### config.mk
export PLATFORM = sky130hd
export DESIGN_NAME = pgl_front_flat
export DESIGN_NICKNAME = d
export VERILOG_FILES = /design/src/rtl/core/pgl_pkg.sv /design/src/rtl/core/pgl_in_if.sv /design/src/rtl/core/pgl_front.sv /design/src/flat_wrapper.sv
export SDC_FILE = /design/constraint.sdc
export NUM_CORES = 1
export LEC_CHECK = 0
export BUFFER_PORTS_ARGS = -buffer_cell sky130_fd_sc_hd__buf_2
export CORE_MARGIN = 8
export CORE_UTILIZATION = 38
export DETAILED_ROUTE_END_ITERATION = 8
export HOLD_SLACK_MARGIN = 0.08
export PLACE_DENSITY = 0.62
export SLEW_MARGIN = 15
export SYNTH_ARGS = -nofsm -noshare
export SYNTH_HDL_FRONTEND = slang
export SYNTH_SLANG_ARGS = --single-unit
### constraint.sdc
create_clock -name clk_i -period 4.3 [get_ports clk_i]
set_input_delay 0.86 -clock clk_i [delete_from_list [all_inputs] [get_ports clk_i]]
set_output_delay 0.86 -clock clk_i [all_outputs]
set_load 0.02 [all_outputs]
### src/rtl/core/pgl_pkg.sv
// Shared constants, types and helper functions of the periodic grid Laplacian core.
package pgl_pkg;

  localparam int GRID_SIDE   = 32;
  localparam int GRID_DIMS   = 3;

  localparam int IN_COORD_W  = 5;
  localparam int SAMPLE_W    = 32;
  localparam int SCALE_W     = 32;
  localparam logic [SCALE_W-1:0] SCALE_RESET = 32'd5461;

  localparam int COORD_W     = $clog2(GRID_SIDE);
  localparam int ADDR_W      = COORD_W * GRID_DIMS;
  localparam int GRID_DEPTH  = 2 ** ADDR_W;

  // One center read plus four neighbor reads for every axis.
  localparam int NTAPS       = 1 + 4 * GRID_DIMS;
  localparam int TAP_W       = $clog2(NTAPS);

  // The weighted sum stays below 192 * 2^31 in magnitude for up to three axes.
  localparam int ACC_W       = 40;
  localparam int MAG_W       = 40;
  localparam int PROD_W      = MAG_W + 16;
  localparam int Q_W         = PROD_W + 1;

  typedef logic signed [ACC_W-1:0] acc_t;
  localparam acc_t CENTER_WEIGHT = acc_t'(30 * GRID_DIMS);

  typedef logic [2:0][COORD_W-1:0] coords_t;

  typedef enum logic {
    OP_WRITE = 1'b0,
    OP_QUERY = 1'b1
  } op_e;

  typedef enum logic [1:0] {
    TAP_FAR,
    TAP_NEAR,
    TAP_CENTER
  } tap_e;

  typedef enum logic [2:0] {
    ST_IDLE,
    ST_READ,
    ST_DRAIN,
    ST_ABS,
    ST_MUL_LO,
    ST_MUL_HI,
    ST_FIN
  } back_state_e;

  typedef struct packed {
    op_e                        op;
    coords_t                    coords;
    logic signed [SAMPLE_W-1:0] sample;
  } cmd_t;

  // Reduces an input coordinate into the grid; a 5-bit input is always below GRID_SIDE, so no subtraction is needed.
  function automatic logic [COORD_W-1:0] mod_side(input logic [IN_COORD_W-1:0] c);
    logic [IN_COORD_W-1:0] r;
    r = c;
    for (int i = 0; i < 8; i++) begin
      if (int'(r) >= GRID_SIDE) r = r - IN_COORD_W'(GRID_SIDE);
    end
    return COORD_W'(r);
  endfunction

  // Neighbor coordinate for offsets -2, -1, +1, +2 (sel 0 to 3), wrapped around the edge.
  function automatic logic [COORD_W-1:0] wrap_coord(input logic [COORD_W-1:0] c,
                                                     input logic [1:0] sel);
    logic [COORD_W+1:0] base;
    logic [COORD_W+1:0] v;
    case (sel)
      2'd0:    base = (COORD_W+2)'(GRID_SIDE - 2);
      2'd1:    base = (COORD_W+2)'(GRID_SIDE - 1);
      2'd2:    base = (COORD_W+2)'(GRID_SIDE + 1);
      default: base = (COORD_W+2)'(GRID_SIDE + 2);
    endcase
    v = (COORD_W+2)'(c) + base;
    if (v >= (COORD_W+2)'(2 * GRID_SIDE)) begin
      v = v - (COORD_W+2)'(2 * GRID_SIDE);
    end else if (v >= (COORD_W+2)'(GRID_SIDE)) begin
      v = v - (COORD_W+2)'(GRID_SIDE);
    end
    return COORD_W'(v);
  endfunction

  // The first coordinate is the most significant address digit.
  function automatic logic [ADDR_W-1:0] cell_addr(input coords_t c);
    logic [ADDR_W-1:0] a;
    a = '0;
    for (int i = 0; i < GRID_DIMS; i++) begin
      a = (a << COORD_W) | ADDR_W'(c[i]);
    end
    return a;
  endfunction

endpackage

### src/rtl/core/pgl_in_if.sv
// Input channel carrying write and query beats.
interface pgl_in_if;
  logic               valid;
  logic               ready;
  logic               op;
  logic [4:0]         coord_x;
  logic [4:0]         coord_y;
  logic [4:0]         coord_z;
  logic signed [31:0] sample;

  modport source(output valid, op, coord_x, coord_y, coord_z, sample, input ready);
  modport sink(input valid, op, coord_x, coord_y, coord_z, sample, output ready);
endinterface

### src/rtl/core/pgl_front.sv
// Front end: accepts input beats, reduces coordinates and queues commands.
module pgl_front import pgl_pkg::*; (
  input  logic      clk_i,
  input  logic      rst_ni,
  pgl_in_if.sink    in_i,
  output cmd_t      cmd_o,
  output logic      cmd_valid_o,
  input  logic      cmd_pop_i
);

  cmd_t       in_cmd;
  cmd_t       slot_q [2];
  logic       wr_ptr_q, wr_ptr_d;
  logic       rd_ptr_q, rd_ptr_d;
  logic [1:0] cnt_q, cnt_d;
  logic       push;
  logic       pop;

  always_comb begin
    in_cmd.op        = op_e'(in_i.op);
    in_cmd.coords[0] = mod_side(in_i.coord_x);
    in_cmd.coords[1] = mod_side(in_i.coord_y);
    in_cmd.coords[2] = mod_side(in_i.coord_z);
    in_cmd.sample    = in_i.sample;
  end

  assign in_i.ready  = (cnt_q != 2'd2);
  assign push        = in_i.valid && in_i.ready;
  assign pop         = cmd_pop_i && cmd_valid_o;
  assign cmd_valid_o = (cnt_q != 2'd0);
  assign cmd_o       = slot_q[rd_ptr_q];

  always_comb begin
    wr_ptr_d = push ? ~wr_ptr_q : wr_ptr_q;
    rd_ptr_d = pop ? ~rd_ptr_q : rd_ptr_q;
    cnt_d    = cnt_q + 2'(push) - 2'(pop);
  end

  always_ff @(posedge clk_i or negedge rst_ni) begin
    if (!rst_ni) begin
      wr_ptr_q <= 1'b0;
      rd_ptr_q <= 1'b0;
      cnt_q    <= 2'd0;
    end else begin
      wr_ptr_q <= wr_ptr_d;
      rd_ptr_q <= rd_ptr_d;
      cnt_q    <= cnt_d;
    end
  end

  always_ff @(posedge clk_i) begin
    if (push) begin
      slot_q[wr_ptr_q] <= in_cmd;
    end
  end

endmodule

### src/flat_wrapper.sv
// flat-port wrapper written by rule: the top's interface ports become plain ports
module pgl_front_flat import pgl_pkg::*;
  (clk_i, rst_ni, cmd_o, cmd_valid_o, cmd_pop_i, in_i_valid, in_i_op, in_i_coord_x, in_i_coord_y, in_i_coord_z, in_i_sample, in_i_ready);
  pgl_in_if in_i_i ();
  input  logic clk_i;
  input  logic rst_ni;
  output cmd_t cmd_o;
  output logic cmd_valid_o;
  input  logic cmd_pop_i;
  input wire logic [$bits(in_i_i.valid)-1:0] in_i_valid;
  input wire logic [$bits(in_i_i.op)-1:0] in_i_op;
  input wire logic [$bits(in_i_i.coord_x)-1:0] in_i_coord_x;
  input wire logic [$bits(in_i_i.coord_y)-1:0] in_i_coord_y;
  input wire logic [$bits(in_i_i.coord_z)-1:0] in_i_coord_z;
  input wire logic [$bits(in_i_i.sample)-1:0] in_i_sample;
  output wire logic [$bits(in_i_i.ready)-1:0] in_i_ready;
  assign in_i_i.valid = in_i_valid;
  assign in_i_i.op = in_i_op;
  assign in_i_i.coord_x = in_i_coord_x;
  assign in_i_i.coord_y = in_i_coord_y;
  assign in_i_i.coord_z = in_i_coord_z;
  assign in_i_i.sample = in_i_sample;
  assign in_i_ready = in_i_i.ready;
  pgl_front u_core (.clk_i(clk_i), .rst_ni(rst_ni), .in_i(in_i_i), .cmd_o(cmd_o), .cmd_valid_o(cmd_valid_o), .cmd_pop_i(cmd_pop_i));
endmodule
### Word-level counts from Yosys, hierarchy flattened

Memory sizes are Yosys's and may differ from the RTL's.
Cells that the tools add are included.
Widths: inputs -> output; s select.

| cells by class | value |
|---|---|
| mux-type cells | 2 |
| $add $sub $neg | 2 |
| bitwise gates (word level) | 2 |
| reduce and logical (&&, ||, !) cells | 3 |
| eq/ne operators | 1 |

Operators by type and width:

| operator | count |
|---|---|
| $add 2x1->2 | 1 |
| $logic_and 1x1->1 | 2 |
| $mux 1 | 2 |
| $ne 2x2->1 const B | 1 |
| $not 1->1 | 2 |
| $reduce_bool 2->1 | 1 |
| $sub 2x1->2 | 1 |

| word-level totals | value |
|---|---|
| RAM bits | 96 |
| input port bits | 52 |
| bits in registers | 4 |
| logic and storage cells | 14 |
| memories kept | 1 |
| output and inout bits | 50 |

Memories:

| memory | depth | width | rd ports | clocked after Yosys merged registers in | wr ports | RTL line | RTL |
|---|---|---|---|---|---|---|---|
| u_core.slot_q | 2 | 48 | 1 | 0 | 1 | pgl_front.sv:12 | `cmd_t slot_q [2];` |

### Logic depth before layout (Yosys ltp)

| logic depth | value |
|---|---|
| depth after elaboration | 4 |
| mapped depth | 7 |
| depth with buffers taken out | 7 |

### Worst setup path before layout

Ideal clock, no wire load.

| timing path | value |
|---|---|
| kind | in2reg |
| from | input port in_i_valid |
| to | memory u_core.slot_q[0][0] in the netlist's numbering, enable pin |
| required time | 3.846 ns |
| slack | 0.874 ns |
| cell stages on the path | 2 |
| data arrival time | 2.972 ns |
| library setup time | 0.454 ns |
| path buffers | 0 |
| cells stage by stage | nand2_1 > nor2_1 |

| between the ends | value |
|---|---|
| longest elaborated chain between the ends | 3 |

Ends and longest elaborated chain:

| what | RTL line | RTL |
|---|---|---|
| from (decl) | flat_wrapper.sv:10 | `input wire logic [$bits(in_i_i.valid)-1:0] in_i_valid;` |
| $logic_and 1x1->1 | pgl_front.sv:28 | `assign push = in_i.valid && in_i.ready;` |
| $mux 1 | pgl_front.sv:52 | `if (push) begin` |
| $mux 1 (implied by the code) | pgl_front.sv:53 | `slot_q[wr_ptr_q] <= in_cmd;` |
| to (decl) | pgl_front.sv:12 |  |

Every way passes these cells.

==> flow_metrics.env <==
export IMPL_status="finished, final reports clean"
export IMPL_grt_max_degree=49
export IMPL_grt_setup_unrepaired="false"
export IMPL_fin_setup_tns_ns=0
export IMPL_required_ns=3.44
export IMPL_drive_above_1_share_pct=59.8
export IMPL_cts_tree="yes"
export IMPL_ctsHoldBuffers=0
export IMPL_synth_common_cells="edfxtp_1, mux2_2, mux2_4"
export IMPL_die_area_mm2=0.0132
export IMPL_yosysUniqueCellTypes=17
export IMPL_setup_worst_path_end_class="output pin"
export IMPL_synthToLayoutAreaGrowth_pct=22.6
export IMPL_nFillCells=855
export IMPL_synth_area_leader_cell="edfxtp_1"
export IMPL_cp_cell_sequence="buf_4, mux2_2, buf_2"
export IMPL_r2r_slack_ns=2.18
export IMPL_setup_worst_path_class="reg2out"
export IMPL_p_per_area_mw_per_mm2=673
export IMPL_gr_usage_all_layers_pct=10.4
export IMPL_max_freq_mhz=325
export IMPL_syn_avg_cell_area_um2=22.1
export IMPL_diodes=0
export IMPL_first_global_vias=2085
export IMPL_post_cts_resize_count=0
export IMPL_top_level_ports=102
export IMPL_start_util_pct=38.5
export IMPL_p_leak_nw=1.73
export IMPL_die_w_um=115
export IMPL_slew_headroom_pct=42.1
export IMPL_nets=331
export IMPL_synthArstFlopShare_pct=4.00
export IMPL_yosysMostFrequentCell="edfxtp_1"
export IMPL_critPathSlowestCell="dfrtp_2"
export IMPL_syn_cell_area_mm2=0.00371
export IMPL_crit_family="flip-flops"
export IMPL_path_max_fanout=36
export IMPL_fin_total_pwr_mw=3.06
export IMPL_drc=0
export IMPL_max_slew_worst_pin_slew_ns=0.869
export IMPL_gr_total_overflow=0
export IMPL_final_util_pct=47.2
export IMPL_antenna_found_initial=0
export IMPL_synth_cells=168
export IMPL_dp_hpwl_um=4370
export IMPL_clockRootBuffer="clkbuf_8"
export IMPL_hold_viol=0
export IMPL_routedWlPerCell_um=16.0
export IMPL_grt_first_pass_wirelength_um=10300
export IMPL_hold_class="in2async"
export IMPL_fin_skew_ns=0.00965
export IMPL_synth_ff_type="edfxtp_1"
export IMPL_setup_viol=0
export IMPL_avgViaCountPerCell=4.41
export IMPL_fp_coreArea_mm2=0.00964
export IMPL_clock_path_buffers=2
export IMPL_dr_pass1_iters=4
export IMPL_finalWirelength_um=6610
export IMPL_clock_sinks=100
export IMPL_port_buffers=101
export IMPL_min_period_over_period_pct=71.5
export IMPL_maxCapViolCount=0
export IMPL_timing_final_max_slew_violations=0
export IMPL_ir_drop_v=0.000602
export IMPL_fin_crit_ns=3.07
export IMPL_synth_top_area_share_pct=77.6
export IMPL_antenna_left=0
export IMPL_critPathArrivalTime_ns=2.21
export IMPL_clk_pin_slew_worst_paths_ns=0.08
export IMPL_critPathBufInv=2
export IMPL_yosys_warnings=0
export IMPL_synth_seq_cells=100
export IMPL_route_vias_total=1824
export IMPL_cts_max_level=3
export IMPL_row_count=36
export IMPL_synth_fp_nets=222
export IMPL_max_stage_delay_ns=0.95
export IMPL_cp_start_kind="flop"
export IMPL_drtIter0Drc=55
export IMPL_ys_seq_area_share_pct=80.3
export IMPL_synthTopCellsByArea="edfxtp_1, mux2_2, mux2_4"
export IMPL_synth_edf_count=96
export IMPL_gp_congestion=0.686
export IMPL_post_cts_buffers=0
export IMPL_clk_insertion_delay_late_ns=0.35
export IMPL_dieHeight_um=115
export IMPL_cts_inserted_buffers=9
## worst reg2reg max path, delay by kind of cell (launching register included)
family | cells | cell delay, ns
DFF | 1 | 0.41
buffers and inverters | 1 | 0.47
and+or+nand+nor | 3 | 0.89
## routing by layer
layer | up-vias | routed length (um) | global-route usage (%)
li1 | 868 | - | -
met1 | 880 | 2700 | 11.3
met2 | 67 | 3280 | 17.5
met3 | 9 | 521 | 3.89
met4 | 0 | 106 | 5.52
met5 | - | 0 | 0
## metrics by stage
| stage | instances | setup WS (ns) | cell area [um^2] | hold WS, ns |
|---|---|---|---|---|
| floorplan | 168 | 0.874 | 3710 | 0.460 |
| global placement | 399 | 1.55 | 4360 | 0.485 |
| detailed placement | 399 | 1.53 | 4360 | 0.487 |
| CTS | 414 | 1.12 | 4550 | 0.279 |
| global route | 414 | 1.08 | 4550 | 0.283 |
| finish | 414 | 1.23 | 4550 | 0.311 |
## cells by family after synthesis
logic type | after synthesis | share of synthesized area (%)
DFF | 100 | 80.3
muxes | 48 | 15.6
buffers and inverters | 8 | 1.62
and+or+nand+nor | 6 | 0.876
xor gates and xnor gates | 4 | 0.944
adders and majority gates | 2 | 0.674
## cell type report
cell class / instances / area [um^2] / share of cell area [%]
sequential: 100 / 2980 / 65.5
clock inverter: 6 / 65.1 / 1.43
multi-input combinational: 60 / 683 / 15.0
tap: 133 / 166 / 3.65
clock buffer: 9 / 124 / 2.72
inverter: 3 / 11.3 / 0.247
timing repair buffer: 103 / 520 / 11.4
## registers in the layout, summed over array words and instances, names as in the netlist
register and cells:
u_core.rd_ptr_q 1, u_core.wr_ptr_q 1, u_core.cnt_q 2, u_core.slot_q 96
## cells in the final DEF (no fill, tap or decap), types with 3 or more instances in the layout
cell type | Yosys | layout
xnor2_1 | 3 | 3
clkbuf_8 | 0 | 9
mux2_2 | 38 | 38
mux2_4 | 10 | 10
edfxtp_1 | 96 | 96
buf_2 | 0 | 101
dfrtp_1 | 4 | 3
inv_1 | 3 | 3
## worst paths after layout
path                                              to  cells past startpoint       startpoint
min in group clk_i                   u_core.cnt_q[1]                      1  u_core.cnt_q[1]
max in group asynchronous            u_core.rd_ptr_q                      1           rst_ni
worst max-delay path                        cmd_o[6]                      3  u_core.rd_ptr_q
worst min register to register       u_core.cnt_q[1]                      1  u_core.cnt_q[1]
worst min-delay path                 u_core.wr_ptr_q                      1           rst_ni
worst max register to register  u_core.slot_q[0][29]                      4  u_core.cnt_q[1]
## report_power, final
part | switching [mW] | leakage (nW) | internal, mW
sequential | 0.122 | 0.937 | 1.33
combinational | 0.597 | 0.697 | 0.445
clock | 0.300 | 0.0971 | 0.267
total | 1.02 | 1.73 | 2.05
No activity file was read; power rests on OpenSTA's default activity.
